==> src/maas_pkg.sv <==
// Types, constants and slot codes of the multichannel ADC averaging block.
`default_nettype none
package maas_pkg;

   localparam int unsigned SAMPLE_W          = 10;
   localparam int unsigned SLOT_W            = 3;
   localparam int unsigned SCALED_W          = 9;
   localparam int unsigned NUM_SLOTS         = 6;
   localparam int unsigned AVG_SHIFT_DEFAULT = 4;

   typedef logic [SLOT_W-1:0]          slot_type;
   typedef logic [SAMPLE_W-1:0]        sample_type;
   typedef logic signed [SCALED_W-1:0] scaled_type;

   localparam slot_type SLOT_USOLAR = 3'd0;
   localparam slot_type SLOT_IBATT  = 3'd1;
   localparam slot_type SLOT_ISOLAR = 3'd2;
   localparam slot_type SLOT_USYS   = 3'd3;
   localparam slot_type SLOT_IOUT   = 3'd4;
   localparam slot_type SLOT_NTC    = 3'd5;
   localparam slot_type SLOT_LAST   = SLOT_NTC;

   // Scaling constants
   localparam int unsigned VOLT_GAIN   = 215;
   localparam int unsigned VOLT_MAX    = 255;
   localparam int unsigned CUR_OFFSET  = 511;
   localparam int unsigned CUR_GAIN    = 1000;
   localparam int unsigned SCALE_SHIFT = 10;
   localparam int          CUR_MIN     = -128;
   localparam int          CUR_MAX     = 127;

endpackage
`default_nettype wire

==> src/multichannel_adc_average_scale.sv <==
// Six-slot converter sample averager: accumulator memory update and per-slot scaling.
// Takes one 10-bit sample per beat for the slot in turn (solar voltage, battery current,
// solar current, system voltage, output current, temperature, then round again) and returns
// one result beat per sample: the slot, acc >> AVG_SHIFT and a scaled value. A sample is
// accepted every cycle while the result side keeps up; its result beat goes from the accumulator
// memory's read register through the update stage that writes back to the scaling stage. The
// accumulators come up at zero straight out of reset, with no clearing pass, and the slot
// rotation restarts at solar voltage.
`default_nettype none
module multichannel_adc_average_scale #(
   parameter int unsigned AVG_SHIFT = maas_pkg::AVG_SHIFT_DEFAULT
) (
   input  wire logic                 clock,
   input  wire logic                 reset,
   input  wire logic                 req_valid,
   output      logic                 req_ready,
   input  wire maas_pkg::sample_type req_sample,
   output      logic                 rsp_valid,
   input  wire logic                 rsp_ready,
   output      maas_pkg::slot_type   rsp_channel_slot,
   output      maas_pkg::sample_type rsp_averaged_value,
   output      maas_pkg::scaled_type rsp_scaled_value
);

   localparam int unsigned ACC_W = maas_pkg::SAMPLE_W + AVG_SHIFT;

   // accumulator memory and per-entry written flags
   logic [ACC_W-1:0]              acc_mem [maas_pkg::NUM_SLOTS];
   logic [maas_pkg::NUM_SLOTS-1:0] written_ff;

   maas_pkg::slot_type   slot_ff, slot_in;
   logic                 req_fire;

   // stage 1: read data back from the memory
   logic                 s1_valid_ff;
   maas_pkg::slot_type   s1_slot_ff;
   maas_pkg::sample_type s1_sample_ff;
   logic [ACC_W-1:0]     rd_data_ff;
   logic                 rd_hit_ff;
   logic                 s2_load;

   // stage 2: updated average
   logic                 s2_valid_ff;
   maas_pkg::slot_type   s2_slot_ff;
   maas_pkg::sample_type s2_avg_ff;
   logic                 out_load;

   // result stage
   logic                 out_valid_ff;
   maas_pkg::slot_type   out_slot_ff;
   maas_pkg::sample_type out_avg_ff;

   logic [ACC_W-1:0]     acc_old;
   logic [ACC_W-1:0]     acc_new;

   assign out_load  = s2_valid_ff && (!out_valid_ff || rsp_ready);
   assign s2_load   = s1_valid_ff && (!s2_valid_ff || out_load);
   assign req_ready = !s1_valid_ff || s2_load;
   assign req_fire  = req_valid && req_ready;

   assign slot_in = (slot_ff == maas_pkg::SLOT_LAST) ? maas_pkg::SLOT_USOLAR :
                    slot_ff + maas_pkg::slot_type'(1);

   always_comb begin
      acc_old = rd_hit_ff ? rd_data_ff : '0;
      acc_new = acc_old - (acc_old >> AVG_SHIFT) + ACC_W'(s1_sample_ff);
   end

   always_ff @(posedge clock) begin
      if (reset) begin
         slot_ff      <= maas_pkg::SLOT_USOLAR;
         s1_valid_ff  <= 1'b0;
         s2_valid_ff  <= 1'b0;
         out_valid_ff <= 1'b0;
         written_ff   <= '0;
      end else begin
         if (req_fire) begin
            slot_ff <= slot_in;
         end
         if (req_fire) begin
            s1_valid_ff <= 1'b1;
         end else if (s2_load) begin
            s1_valid_ff <= 1'b0;
         end
         if (s2_load) begin
            s2_valid_ff <= 1'b1;
            written_ff[s1_slot_ff] <= 1'b1;
         end else if (out_load) begin
            s2_valid_ff <= 1'b0;
         end
         if (out_load) begin
            out_valid_ff <= 1'b1;
         end else if (rsp_ready) begin
            out_valid_ff <= 1'b0;
         end
      end
   end

   // Read at acceptance, write back when stage 1 advances. The rotation keeps six beats
   // between accesses to one entry, so a read never meets a pending write to it.
   always_ff @(posedge clock) begin
      if (req_fire) begin
         rd_data_ff   <= acc_mem[slot_ff];
         rd_hit_ff    <= written_ff[slot_ff];
         s1_slot_ff   <= slot_ff;
         s1_sample_ff <= req_sample;
      end
      if (s2_load) begin
         acc_mem[s1_slot_ff] <= acc_new;
         s2_slot_ff          <= s1_slot_ff;
         s2_avg_ff           <= acc_new[AVG_SHIFT +: maas_pkg::SAMPLE_W];
      end
      if (out_load) begin
         out_slot_ff <= s2_slot_ff;
         out_avg_ff  <= s2_avg_ff;
      end
   end

   maas_scale u_scale (
      .clock     (clock),
      .load      (out_load),
      .slot      (s2_slot_ff),
      .avg       (s2_avg_ff),
      .scaled_ff (rsp_scaled_value)
   );

   assign rsp_valid          = out_valid_ff;
   assign rsp_channel_slot   = out_slot_ff;
   assign rsp_averaged_value = out_avg_ff;

endmodule
`default_nettype wire

==> src/maas_scale.sv <==
// Per-slot scaling of one averaged value, registered into the result stage.
`default_nettype none
module maas_scale (
   input  wire logic                 clock,
   input  wire logic                 load,
   input  wire maas_pkg::slot_type   slot,
   input  wire maas_pkg::sample_type avg,
   output maas_pkg::scaled_type      scaled_ff
);

   localparam int unsigned VPROD_W = maas_pkg::SAMPLE_W + 8;
   localparam int unsigned DIFF_W  = maas_pkg::SAMPLE_W + 1;
   localparam int unsigned CPROD_W = DIFF_W + 10;
   localparam int unsigned QUOT_W  = CPROD_W - maas_pkg::SCALE_SHIFT;

   logic [VPROD_W-1:0]        volt_prod;
   logic [7:0]                volt_val;
   logic signed [DIFF_W-1:0]  cur_diff;
   logic signed [CPROD_W-1:0] cur_prod;
   logic signed [CPROD_W-1:0] cur_bias;
   logic signed [QUOT_W-1:0]  cur_quot;
   maas_pkg::scaled_type      cur_val;
   maas_pkg::scaled_type      scaled_in;

   always_comb begin
      volt_prod = VPROD_W'(avg) * VPROD_W'(maas_pkg::VOLT_GAIN);
      if (volt_prod[VPROD_W-1:maas_pkg::SCALE_SHIFT] > VPROD_W'(maas_pkg::VOLT_MAX)) begin
         volt_val = 8'(maas_pkg::VOLT_MAX);
      end else begin
         volt_val = volt_prod[maas_pkg::SCALE_SHIFT +: 8];
      end

      cur_diff = $signed({1'b0, avg}) - $signed(DIFF_W'(maas_pkg::CUR_OFFSET));
      cur_prod = $signed({{(CPROD_W-DIFF_W){cur_diff[DIFF_W-1]}}, cur_diff})
                 * $signed(CPROD_W'(maas_pkg::CUR_GAIN));
      // round toward zero: bias negative products before the arithmetic shift
      cur_bias = cur_prod[CPROD_W-1] ?
                 cur_prod + $signed(CPROD_W'((1 << maas_pkg::SCALE_SHIFT) - 1)) : cur_prod;
      cur_quot = QUOT_W'(cur_bias >>> maas_pkg::SCALE_SHIFT);
      if (cur_quot < $signed(QUOT_W'(maas_pkg::CUR_MIN))) begin
         cur_val = maas_pkg::scaled_type'(maas_pkg::CUR_MIN);
      end else if (cur_quot > $signed(QUOT_W'(maas_pkg::CUR_MAX))) begin
         cur_val = maas_pkg::scaled_type'(maas_pkg::CUR_MAX);
      end else begin
         cur_val = cur_quot[maas_pkg::SCALED_W-1:0];
      end

      case (slot) inside
         maas_pkg::SLOT_USOLAR, maas_pkg::SLOT_USYS: scaled_in = {1'b0, volt_val};
         maas_pkg::SLOT_IBATT, maas_pkg::SLOT_ISOLAR,
         maas_pkg::SLOT_IOUT:                        scaled_in = cur_val;
         default:                                    scaled_in = '0;
      endcase
   end

   always_ff @(posedge clock) begin
      if (load) begin
         scaled_ff <= scaled_in;
      end
   end

endmodule
`default_nettype wire

==> config.mk <==
export PLATFORM = sky130hd
export DESIGN_NAME = multichannel_adc_average_scale
export DESIGN_NICKNAME = d
export VERILOG_FILES = /design/src/maas_pkg.sv /design/src/multichannel_adc_average_scale.sv /design/src/maas_scale.sv
export SDC_FILE = /design/constraint.sdc
export NUM_CORES = 1
export LEC_CHECK = 0
export BUFFER_PORTS_ARGS = -buffer_cell sky130_fd_sc_hd__clkbuf_2
export CAP_MARGIN = 20
export CELL_PAD_IN_SITES_DETAIL_PLACEMENT = 1
export CELL_PAD_IN_SITES_GLOBAL_PLACEMENT = 1
export CORE_UTILIZATION = 53
export CTS_BUF_LIST = sky130_fd_sc_hd__clkbuf_2
export DETAILED_ROUTE_END_ITERATION = 12
export HOLD_SLACK_MARGIN = 0.05
export PLACE_DENSITY = 0.94
export REMOVE_ABC_BUFFERS = 1
export SLEW_MARGIN = 25
export SYNTH_ARGS = -nofsm -noshare
export SYNTH_HDL_FRONTEND = slang
export SYNTH_SLANG_ARGS = --single-unit
export TNS_END_PERCENT = 30
==> constraint.sdc <==
create_clock -name clock -period 7.7 [get_ports clock]
set_input_delay 0 -clock clock [delete_from_list [all_inputs] [get_ports clock]]
set_output_delay 0 -clock clock [all_outputs]
set_load 0.03 [all_outputs]
Yosys cells after proc, flatten, opt, wreduce, memory -nomap -nowiden
Memory sizes are Yosys's and may differ from the RTL's. A register that Yosys moved wholly into a read port is not among the register bits.
Cells that the tools add are included.
W data, S select, Z words.
{ "word_totals": {"mem_bits_rw": 84, "reg_bits": 61, "input_bits": 14, "mem_count": 1, "word_cells": 70} }
{ "classes": {"muxes": 19, "n_mul": 2, "n_eq_ne": 5, "bitwise": 2, "order_cmp": 5, "reduce_logical": 17, "addsub": 5} }
{ "mem_list": {"columns": ["memory", "words", "word_bits", "read_ports", "rd_clocked_by_memory_dff", "write_ports", "line_no", "text"], "rows": [
  ["acc_mem", 6, 14, 1, 1, 1, "multichannel_adc_average_scale.sv:28", "logic [ACC_W-1:0] acc_mem [maas_pkg::NUM_SLOTS];"]
]} }
{ "ops": {"columns": ["op", "count"], "rows": [
  ["$add A21 B11 Y21 const B", 1],
  ["$mux W21", 1],
  ["$mul A10 B8 Y18 const B", 1],
  ["$mul A11 B8 Y18 const B", 1],
  ["$mux W9", 2],
  ["$mux W8", 2],
  ["$add A14 B10 Y14", 1],
  ["$mux W14", 1],
  ["$sub A14 B10 Y14", 1],
  ["$gt A11 B8 Y1 const B", 1],
  ["$lt A11 B8 Y1 const B", 1],
  ["$sub A10 B9 Y11 const B", 1],
  ["$mux W1", 10],
  ["$lt A3 B4 Y1 const B", 2],
  ["$eq A3 B2 Y1 const B", 2],
  ["$eq A3 B3 Y1 const B", 2],
  ["$or A6 B6 Y6", 1],
  ["$reduce_bool A2 Y1", 3],
  ["$reduce_or A3 Y1", 2],
  ["$logic_and A1 B1 Y1", 4],
  ["$add A3 B1 Y3 const B", 1],
  ["$bmux W1 S3", 1],
  ["$demux W1 S3", 1],
  ["$eq A3 B1 Y1 const B", 1],
  ["7 further kinds", 11]
]} }

Longest topological paths before layout
Gate-level depths: netlist of run 1.
{ "depth": {"ltp_word": 9, "ltp_mapped": 24, "mapped_depth_nobuf": 23} }

Cells and area by module
From an unflattened synthesis of run 1, not the netlist that was laid out.
{ "unflattened": {"cells_unflattened": 909, "hier_area_um2": 10795.4} }
{ "modules_own_cells": {"columns": ["mod", "seq_area_each_um2", "instances", "area_each_um2", "cells_per_inst"], "rows": [
  ["multichannel_adc_average_scale", 4384.2, 1, 6276.0, 404],
  ["maas_scale", 270.3, 1, 4519.3, 505]
]} }

Worst setup path before layout of run 1
No wires, ideal clock.
{ "synth_timing": {"path_type": "flip-flop to flip-flop", "from": "register s2_avg_ff[0]", "to": "register u_scale.scaled_ff[0], data pin", "setup_time_ns": 0.277, "required_time_ns": 7.423, "stages_incl_launch_ff": 24, "path_slack_ns": 1.274, "path_buffers": 2, "t_arrival_ns": 6.150, "cell_sequence": "edfxtp_1 -> ha_1 -> clkbuf_1 -> nand4_1 -> xnor2_1 -> xnor2_1 -> xor2_1 -> fa_1 -> inv_1 -> fa_1 -> inv_1 -> fa_1 -> inv_1 -> ha_1 -> buf_2 -> or2_1 -> or3_1 -> o22ai_1 -> xnor2_1 -> nand4_4 -> o41ai_1 -> nand2_1 -> o21ai_2 -> o311ai_2"} }
{ "synth_via": {"elab_chain_cells": 9, "word_cells_on_any_way": 11, "cone_classes": "add/sub (2); mul (2); order compare (2); mux (5)"} }
{ "synth_rtl": {"columns": ["element", "line_no", "text"], "rows": [
  ["start: declaration", "multichannel_adc_average_scale.sv:45", "maas_pkg::sample_type s2_avg_ff;"],
  ["start signal: assignment", "multichannel_adc_average_scale.sv:111", "s2_avg_ff <= acc_new[AVG_SHIFT +: maas_pkg::SAMPLE_W];"],
  ["$sub A10 B9 Y11", "maas_scale.sv:33", "cur_diff = $signed({1'b0, avg}) - $signed(DIFF_W'(maas_pkg::CUR_OFFSET));"],
  ["$mul A11 B8 Y18", "maas_scale.sv:35", "* $signed(CPROD_W'(maas_pkg::CUR_GAIN));"],
  ["$add A21 B11 Y21", "maas_scale.sv:38", "cur_prod + $signed(CPROD_W'((1 << maas_pkg::SCALE_SHIFT) - 1)) : cur_prod;"],
  ["$mux W21", "maas_scale.sv:37", "cur_bias = cur_prod[CPROD_W-1] ?"],
  ["$gt A11 B8 Y1", "maas_scale.sv:42", "end else if (cur_quot > $signed(QUOT_W'(maas_pkg::CUR_MAX))) begin"],
  ["$mux W9", "maas_scale.sv:42", null],
  ["$mux W9", "maas_scale.sv:40", "if (cur_quot < $signed(QUOT_W'(maas_pkg::CUR_MIN))) begin"],
  ["$mux W8", "maas_scale.sv:48", "case (slot) inside"],
  ["$mux W8 *", "maas_scale.sv:48", null],
  ["via u_scale.scaled_in[0]", "maas_scale.sv:23", "maas_pkg::scaled_type scaled_in;"],
  ["end signal: assignment", "maas_scale.sv:58", "scaled_ff <= scaled_in;"],
  ["end: declaration", "maas_scale.sv:8", "output maas_pkg::scaled_type scaled_ff"]
]} }
The timed path passes the listed nets; every way through them passes the cells marked *.
A chain may end at the register's enable or synchronous reset.

Worst setup path after layout of run 1
{ "layout_timing": {"from": "register s2_avg_ff[1]", "to": "register u_scale.scaled_ff[2], data pin"} }
The elaborated chain is that of the path after synthesis.

==> flow_metrics.py, run 1 <==
metrics = {
    "status": {
        "status": "finished, final reports clean",
    },
    "synthesis": {
        "synth_fa_ha_area_frac": 0.236,
        "synth_top_family_by_area": "adder cells",
        "synth_area_um2": 10900,
        "synth_edf_count": 147,
        "syn_area_per_cell_um2": 11.7,
        "synth_xor_area_frac": 0.0513,
        "ys_ff_latch": 159,
        "ys_types": 76,
        "ys_warn_count": 0,
        "async_flop_share": 0,
        "synthTopCellsByArea": "edfxtp_1 40%, fa_1 12%, ha_1 11%",
        "synth_top_cell_by_area": "edfxtp_1",
        "yosys-mux-area-fraction": 0.0467,
        "postSynthCellCount": 935,
        "synth_compound_area_frac": 0.0875,
        "synth-simple-area-share": 0.0913,
        "ys.flop_type": "edfxtp_1",
        "yosys.area.top_type_share": 0.404,
        "ys_seq_area_frac": 0.426,
    },
    "sta": {
        "fin_worst_skew_ns": 0.0589,
        "relSlewSlack": 0.323,
        "finalHoldViolCount": 0,
        "fmax_mhz": 140,
        "worst_pin_slew_ns": 1.01,
        "holdWs_ns": 0.130,
        "finalSetupViolCount": 0,
        "period_minus_slack_ns": 7.14,
        "period_share": 0.927,
        "fin_setup_tns_ns": 0,
        "rsz0062_at_grt": "false",
        "drv_slew": 0,
    },
    "placement": {
        "dp_hpwl_mm": 22.1,
        "gp_congestion": 0.927,
        "port_buffers": 37,
        "dpl_cell_area_um2": 11600,
    },
    "setup_path": {
        "critPathBufInv": 1,
        "required_ns": 8.25,
        "worst_setup_path_end_kind": "flop",
        "worst-path-max-fanout": 9,
        "path_delay_family": "adder cells",
        "cp-start-kind": "flop",
        "cpMaxStageDelayCell": "xnor2_1",
        "worstPathCellList": "ha_1, nand4_1, nor2_1, xnor2_1, ha_1, xnor2_1, fa_1, fa_1, fa_1, inv_1, ha_1, o21a_1, o21ai_0, a21oi_1, o22ai_1, o31ai_1, or4b_4, a22o_4, o311ai_1",
        "crit_arrival_ns": 7.69,
        "criticalPathCategory": "reg -> reg",
        "crit_path_max_incr_delay_ns": 0.69,
    },
    "grt": {
        "grt_pass1_vias": 8728,
        "grt_overflow_total": 0,
        "grt_pass1_wl_mm": 47.2,
        "grtUsageTotal": 0.298,
        "grt_max_degree": 34,
        "antenna_found_initial": 1,
    },
    "final_layout": {
        "fin_nets": 1195,
        "fillCellCount": 2087,
        "final_cell_mix": "158 x inv_1, 147 x edfxtp_1, 100 x ha_1",
        "drive_gt1_frac": 0.127,
        "syn2layout_area_growth_pct": 10.2,
        "final_common_cell": "inv_1",
        "final_area_um2": 12000,
    },
    "detailed_routing": {
        "drtIter0Drc": 429,
        "ant_nets": 0,
        "drt_pre_antenna_iters": 7,
        "drc": 0,
        "num_vias": 7609,
        "vias_per_cell": 5.86,
        "post_drt_wl_per_cell_um": 23.3,
        "wl_mm": 30.3,
    },
    "floorplan": {
        "core_um2": 20200,
        "ios": 38,
        "die_y_um": 146,
        "die_area_um2": 21200,
        "placementRows": 52,
        "start_util": 0.540,
        "die_x_um": 146,
    },
    "clock_network": {
        "clk_latency_ns": 0.77,
        "clkTransAtPathRegs_ns": 0.25,
        "cts_made_buffers": 17,
        "cts.htree.levels": 4,
        "cts_tree": "done",
        "clock_path_buffers": 2,
        "ctsRootBufferMaster": "clkbuf_2",
        "cts.sinks": 159,
    },
    "min_path": {
        "hold_class": "in -> reg",
    },
    "run": {
        "max_cap_violations": 0,
    },
}
-- Yosys cell counts, drive strengths merged, types with 5 or more instances --
cell type	n
a21o	6
nand2	53
mux2i	15
nor2b	9
clkbuf	9
or3	6
dfxtp	12
xnor2	43
nand3	11
edfxtp	147
a211oi	5
nor2	66
a21oi	36
nor3	15
o21a	8
o21ai	28
nand2b	6
fa	66
xor2	21
inv	158
nand4	5
buf	9
o311ai	5
ha	100
mux4	15
-- per-layer routing --
| metal | GRT usage | vias up | share of wire |
|---|---|---|---|
| met5 | 0 | - | 0 |
| met3 | 0.0451 | 86 | 0.046 |
| met1 | 0.326 | 3835 | 0.37 |
| li1 | - | 3416 | - |
| met2 | 0.568 | 272 | 0.55 |
| met4 | 0.130 | 0 | 0.035 |
-- tightest hold or removal path, cell delays in order --
cell and delay [ns]:
dlygate4sd3_1 0.52, clkbuf_2 0.25, nor2_1 0.08
-- cell families after synthesis --
logic type	after synthesis
simple gates	200
buf+inv	176
fa+ha+maj	166
flops	159
compound gates	137
xor+xnor	64
mux	32
other cells	1
-- registers in the layout (all words and copies together) (netlist names) --
name,cells
s1_slot_ff,3
acc_mem,84
rsp_averaged_value,10
rd_data_ff,14
rsp_valid,1
s2_slot_ff,3
slot_ff,3
s1_valid_ff,1
u_scale.scaled_ff,9
s2_avg_ff,10
s2_valid_ff,1
rsp_channel_slot,3
written_ff,6
s1_sample_ff,10
rd_hit_ff,1
-- metrics by stage --
stage | setup slack, ns | cells | utilization
after detailed placement | 0.337 | 1241 | 0.571
after global routing | 0.119 | 1299 | 0.595
after floorplan | 1.41 | 917 | -
after CTS | 0.236 | 1296 | 0.593
after global placement | 0.738 | 1240 | 0.570
final | 0.558 | 1299 | 0.595
-- worst paths after layout --
path                                    start                    to  slack [ns]  cells past startpoint
worst min register to register  written_ff[1]         written_ff[1]        0.51                      2
worst max register to register   s2_avg_ff[1]  u_scale.scaled_ff[2]        0.56                     19
worst min-delay path                    reset         written_ff[1]        0.13                      3
worst max-delay path             s2_avg_ff[1]  u_scale.scaled_ff[2]        0.56                     19
-- layout make-up --
class / count / area (µm²) / area share
Inverter: 158 / 593 / 0.0493
Clock buffer: 18 / 90.1 / 0.00748
Timing Repair Buffer: 79 / 578 / 0.0480
Sequential cell: 159 / 4660 / 0.387
Clock inverter: 14 / 123 / 0.0102
Multi-Input combinational cell: 600 / 5660 / 0.470
Tap cell: 270 / 338 / 0.0281
Antenna cell: 1 / 2.50 / 0.000208
-- what timing repair did --
action                                  CTS  global route
buffers inserted                          0             2
endpoints found under the hold margin    50             0
hold buffers                             23             0
endpoints found under the setup margin    0             7
gates resized for setup                   0             1
Power of run 1 is not shown: default switching activity piles up to over one toggle a cycle in this logic, so the estimate is an artifact.
==> run 2: changes to the inputs <==
--- a/config.mk
+++ b/config.mk
@@ -5,7 +5,7 @@
 export SDC_FILE = /design/constraint.sdc
 export NUM_CORES = 1
 export LEC_CHECK = 0
-export BUFFER_PORTS_ARGS = -buffer_cell sky130_fd_sc_hd__clkbuf_2
+export BUFFER_PORTS_ARGS = -buffer_cell sky130_fd_sc_hd__buf_2
 export CAP_MARGIN = 20
 export CELL_PAD_IN_SITES_DETAIL_PLACEMENT = 1
 export CELL_PAD_IN_SITES_GLOBAL_PLACEMENT = 1
==> run 2 against run 1 <==
Compared with the run above:
- sequential share of layout area down 0.45 points
- final area increased by 1.2%
- global-route usage rose by 1.2 points
- via count is 1.2% higher
- largest cell class unchanged
==> flow_metrics.py, run 2 (synthesized netlist as in run 1, its figures left out) <==
metrics = {
    "floorplan": {
        "die_area_um2": 21200,
        "ios": 38,
        "placementRows": 52,
        "core_um2": 20200,
        "die_x_um": 146,
        "start_util": 0.540,
        "die_y_um": 146,
    },
    "detailed_routing": {
        "vias_per_cell": 5.90,
        "drt_pre_antenna_iters": 5,
        "drtIter0Drc": 491,
        "wl_mm": 31.2,
        "drc": 0,
        "post_drt_wl_per_cell_um": 23.9,
        "ant_nets": 0,
        "num_vias": 7699,
    },
    "placement": {
        "gp_congestion": 0.933,
        "port_buffers": 37,
        "dp_hpwl_mm": 21.3,
    },
    "final_layout": {
        "drive_gt1_frac": 0.130,
        "final_common_cell": "inv_1",
        "fin_nets": 1202,
        "syn2layout_area_growth_pct": 11.5,
        "top_register": "acc_mem",
        "top_regs": "acc_mem x84, rd_data_ff x14",
        "largest_reg_flops": 84,
        "final_cell_mix": "158 x inv_1, 147 x edfxtp_1, 100 x ha_1",
    },
    "clock_network": {
        "cts_tree": "done",
        "cts_made_buffers": 17,
        "ctsRootBufferMaster": "clkbuf_2",
        "clk_latency_ns": 0.87,
        "clock_path_buffers": 2,
        "cts.sinks": 159,
        "clkTransAtPathRegs_ns": 0.38,
        "cts.htree.levels": 4,
    },
    "run": {
        "max_cap_violations": 0,
    },
    "setup_path": {
        "worst_setup_path_end_kind": "flop",
        "criticalPathCategory": "reg -> reg",
        "worst-path-max-fanout": 10,
        "crit_arrival_ns": 7.66,
        "r2r_slack_ns": 0.63,
        "cp-start-kind": "flop",
        "required_ns": 8.28,
        "r2r_cells": 22,
    },
    "sta": {
        "finalHoldViolCount": 0,
        "finalSetupViolCount": 0,
        "period_share": 0.919,
        "worst_pin_slew_ns": 1.07,
        "fin_setup_tns_ns": 0,
        "relSlewSlack": 0.283,
        "fmax_mhz": 141,
        "drv_slew": 0,
        "fin_worst_skew_ns": 0.0868,
        "rsz0062_at_grt": "false",
        "period_minus_slack_ns": 7.07,
    },
    "grt": {
        "antenna_found_initial": 1,
        "grt_max_degree": 34,
        "grtUsageTotal": 0.310,
        "grt_pass1_wl_mm": 48.9,
        "grt_overflow_total": 0,
        "grt_pass1_vias": 8767,
    },
    "min_path": {
        "whs_path_depth": 3,
        "hold_class": "in -> reg",
    },
    "status": {
        "status": "finished, final reports clean",
    },
}
[run 2: cell types whose count changed in the layout (fill, tap and decap cells not counted), moves of 2 or more]
cell / delta
clkinv_8: +4
buf_4: +2
buf_2: +37
clkbuf_2: -38
xnor2_1: -2
inv_6: -3
xnor2_2: +2
clkinvlp_4: -2
clkinv_4: +3
clkinv_2: -2
dlygate4sd3_1: +4
[run 2: timing repair]
action	in CTS	in global routing
endpoints found under the setup margin	0	7
gates resized for setup	0	2
endpoints found under the hold margin	72	0
hold buffers	27	0
buffers inserted	0	3
[run 2: layer usage]
layer | part of all wire | vias to the layer above | wire length, µm | GRT usage
li1 | - | 3432 | - | -
met1 | 0.37 | 3905 | 11500 | 0.350
met2 | 0.54 | 286 | 16800 | 0.569
met3 | 0.047 | 76 | 1460 | 0.0473
met4 | 0.044 | 0 | 1370 | 0.152
met5 | 0 | - | 0 | 0
[run 2: stage by stage]
| step | util | hold WS [ns] | worst slack [ns] | instances | cell area (µm²) |
|---|---|---|---|---|---|
| after floorplan | - | 0.0691 | 1.41 | 917 | 10800 |
| after global placement | 0.570 | 0.177 | 0.722 | 1241 | 11500 |
| after detailed placement | 0.570 | 0.180 | 0.353 | 1241 | 11500 |
| after CTS | 0.597 | 0.342 | 0.262 | 1300 | 12100 |
| after global routing | 0.602 | 0.328 | 0.183 | 1306 | 12200 |
| final | 0.602 | 0.367 | 0.626 | 1306 | 12200 |
[run 2: critical path, stage by stage (launching register included)]
cell	delay, ns
edfxtp_1	0.56
ha_1	0.47
nand4_1	0.27
xnor2_1	0.20
buf_4	0.18
xnor2_2	0.33
xor2_1	0.19
fa_1	0.53
inv_1	0.07
fa_1	0.53
inv_1	0.05
fa_1	0.54
inv_1	0.05
ha_1	0.31
or2_1	0.32
or3_1	0.31
o22ai_1	0.15
xnor2_1	0.29
nand4_4	0.22
o41ai_1	0.56
nand2_1	0.23
o21ai_2	0.32
o311ai_2	0.16
[run 2: final timing paths]
path,from,to
max reg2reg,s2_avg_ff[1],u_scale.scaled_ff[0]
min reg2reg,written_ff[3],written_ff[3]
min,req_sample[6],s1_sample_ff[6]
max,s2_avg_ff[1],u_scale.scaled_ff[0]
[run 2: final cells by class]
| type | count | area [µm²] |
|---|---|---|
| fillers | 2074 | 8060 |
| multi-input cells | 600 | 5660 |
| flip-flops and latches | 159 | 4660 |
| repair buffers | 86 | 661 |
| inverters | 158 | 593 |
| well taps | 270 | 338 |
| clock inverters | 15 | 186 |
| clock buffers | 17 | 85.1 |
| diodes | 1 | 2.50 |
Power of run 2 is left out for the same reason.
==> run 3: changes to the inputs <==
--- a/config.mk
+++ b/config.mk
@@ -9,12 +9,13 @@
 export CAP_MARGIN = 20
 export CELL_PAD_IN_SITES_DETAIL_PLACEMENT = 1
 export CELL_PAD_IN_SITES_GLOBAL_PLACEMENT = 1
-export CORE_UTILIZATION = 53
-export CTS_BUF_LIST = sky130_fd_sc_hd__clkbuf_2
+export CORE_ASPECT_RATIO = 0.6
+export CORE_UTILIZATION = 52
 export DETAILED_ROUTE_END_ITERATION = 12
 export HOLD_SLACK_MARGIN = 0.05
-export PLACE_DENSITY = 0.94
+export PLACE_DENSITY = 0.92
 export REMOVE_ABC_BUFFERS = 1
+export SKIP_LAST_GASP = 1
 export SLEW_MARGIN = 25
 export SYNTH_ARGS = -nofsm -noshare
 export SYNTH_HDL_FRONTEND = slang
==> run 3 against run 2 <==
Compared with the run above:
- critical endpoint is now u_scale.scaled_ff[3]
- clock skew is 0.072 ns lower
- final cell count is 0.92% lower
- sequential cell count stayed put
- clock-buffer cell count is 1 higher
- register-to-register slack worse by 0.38 ns
- final area is 1.3% higher
- core utilization is 0.66 points higher
- maximum frequency is 5.1% lower
- global-route usage is 1.5 points higher
- largest cell class unchanged
==> flow_metrics.py, run 3 (synthesized netlist as in run 1, its figures left out) <==
metrics = {
    "detailed_routing": {
        "num_vias": 8039,
        "drc": 0,
        "post_drt_wl_per_cell_um": 26.2,
        "drt_pre_antenna_iters": 7,
        "vias_per_cell": 6.21,
        "ant_nets": 0,
        "wl_mm": 33.9,
        "drtIter0Drc": 858,
    },
    "run": {
        "max_cap_violations": 0,
    },
    "sta": {
        "relSlewSlack": 0.270,
        "fin_setup_tns_ns": 0,
        "fin_worst_skew_ns": 0.0145,
        "period_share": 0.968,
        "finalHoldViolCount": 0,
        "rsz0062_at_grt": "false",
        "layout_setup_ws_ns": 0.245,
        "fmax_mhz": 134,
        "worst_pin_slew_ns": 1.09,
        "finalSetupViolCount": 0,
        "period_minus_slack_ns": 7.45,
        "drv_slew": 0,
    },
    "placement": {
        "gp_congestion": 0.906,
        "port_buffers": 37,
        "dp_hpwl_mm": 23.4,
        "preCtsSetupSlack_ns": 0.141,
        "dpl_cell_area_um2": 11600,
    },
    "setup_path": {
        "crit_arrival_ns": 7.69,
        "cp-start-kind": "flop",
        "worst-path-max-fanout": 8,
        "worst_setup_path_end_kind": "flop",
        "criticalPathCategory": "reg -> reg",
        "required_ns": 7.93,
    },
    "grt": {
        "grt_pass1_vias": 8461,
        "grtUsageTotal": 0.325,
        "grt_max_degree": 34,
        "grt_pass1_wl_mm": 51.3,
        "antenna_found_initial": 0,
        "grt_overflow_total": 0,
    },
    "floorplan": {
        "die_y_um": 114,
        "core_um2": 20300,
        "die_x_um": 189,
        "die_area_um2": 21600,
        "placementRows": 40,
        "ios": 38,
        "start_util": 0.539,
    },
    "final_layout": {
        "fin_nets": 1188,
        "final_cell_mix": "158 x inv_1, 147 x edfxtp_1, 100 x ha_1",
        "syn2layout_area_growth_pct": 12.9,
        "top_register": "acc_mem",
        "final_common_cell": "inv_1",
        "drive_gt1_frac": 0.134,
        "top_regs": "acc_mem x84, rd_data_ff x14",
        "final_area_um2": 12300,
        "antenna_cells": 0,
        "largest_reg_flops": 84,
        "utilization": 0.608,
    },
    "min_path": {
        "hold_class": "in -> reg",
    },
    "clock_network": {
        "cts.htree.levels": 4,
        "cts_made_buffers": 17,
        "ctsRootBufferMaster": "clkbuf_16",
        "clock_path_buffers": 2,
        "cts.sinks": 159,
        "clkTransAtPathRegs_ns": 0.08,
        "cts_tree": "done",
        "clk_latency_ns": 0.45,
    },
    "status": {
        "status": "finished, final reports clean",
    },
}
==> run 3: changes by cell type in the layout (fill, tap and decap cells not counted), moves of 3 or more <==
| cell | change |
|---|---|
| clkbuf_2 | -17 |
| clkinv_8 | -5 |
| dlygate4sd3_1 | -12 |
| clkbuf_16 | +17 |
| inv_8 | -3 |
| clkinv_2 | +3 |
==> run 3: final timing paths <==
kind	cells after the start	slack, ns	endpoint	startpoint
worst min register to register	2	0.46	written_ff[5]	written_ff[5]
worst min-delay path	2	0.26	s1_sample_ff[0]	req_sample[0]
worst max-delay path	22	0.25	u_scale.scaled_ff[3]	s2_avg_ff[1]
worst max register to register	22	0.25	u_scale.scaled_ff[3]	s2_avg_ff[1]
==> run 3: timing repair <==
action,4_1_cts,5_1_grt
gates resized for setup,0,6
endpoints found under the setup margin,0,7
hold buffers,15,0
hold endpoints to repair,22,0
buffers inserted,0,2
==> run 3: routing by layer <==
metal  wire (µm)  vias up  global-route usage
met4        1100        0               0.118
met5           0        -                   0
met2       15800      459               0.518
li1            -     3400                   -
met1       14000     4088               0.440
met3        2940       92              0.0723
==> run 3: per-stage QoR <==
step	cells	hold WS [ns]
6_report	1294	0.260
5_1_grt	1294	0.268
4_1_cts	1292	0.251
3_5_place_dp	1245	0.179
3_3_place_gp	1245	0.176
2_1_floorplan	917	0.0691
==> run 3: worst max-delay path, cell delays in order (launching register included) <==
cell and delay (ns):
edfxtp_1 0.59, ha_1 0.49, nand4_1 0.24, xnor2_1 0.21, buf_4 0.19, xnor2_2 0.41, xor2_1 0.14, fa_1 0.50
inv_1 0.06, fa_1 0.54, inv_1 0.07, fa_1 0.54, inv_1 0.05, ha_1 0.44, o21a_1 0.25, o22ai_1 0.15
nor3_1 0.55, nor4_4 0.15, nor3_1 0.64, a41oi_1 0.15, nor2_1 0.45, o21ai_2 0.24, o311ai_1 0.17
==> run 3: layout make-up <==
type	instances	area, µm²
Multi-Input combinational cell	600	5690
Timing Repair Buffer	72	485
Inverter	158	593
Tap cell	273	342
Clock buffer	18	429
Clock inverter	14	133
Sequential cell	159	4660
Fill cell	2086	7940
Power of run 3 is left out for the same reason.
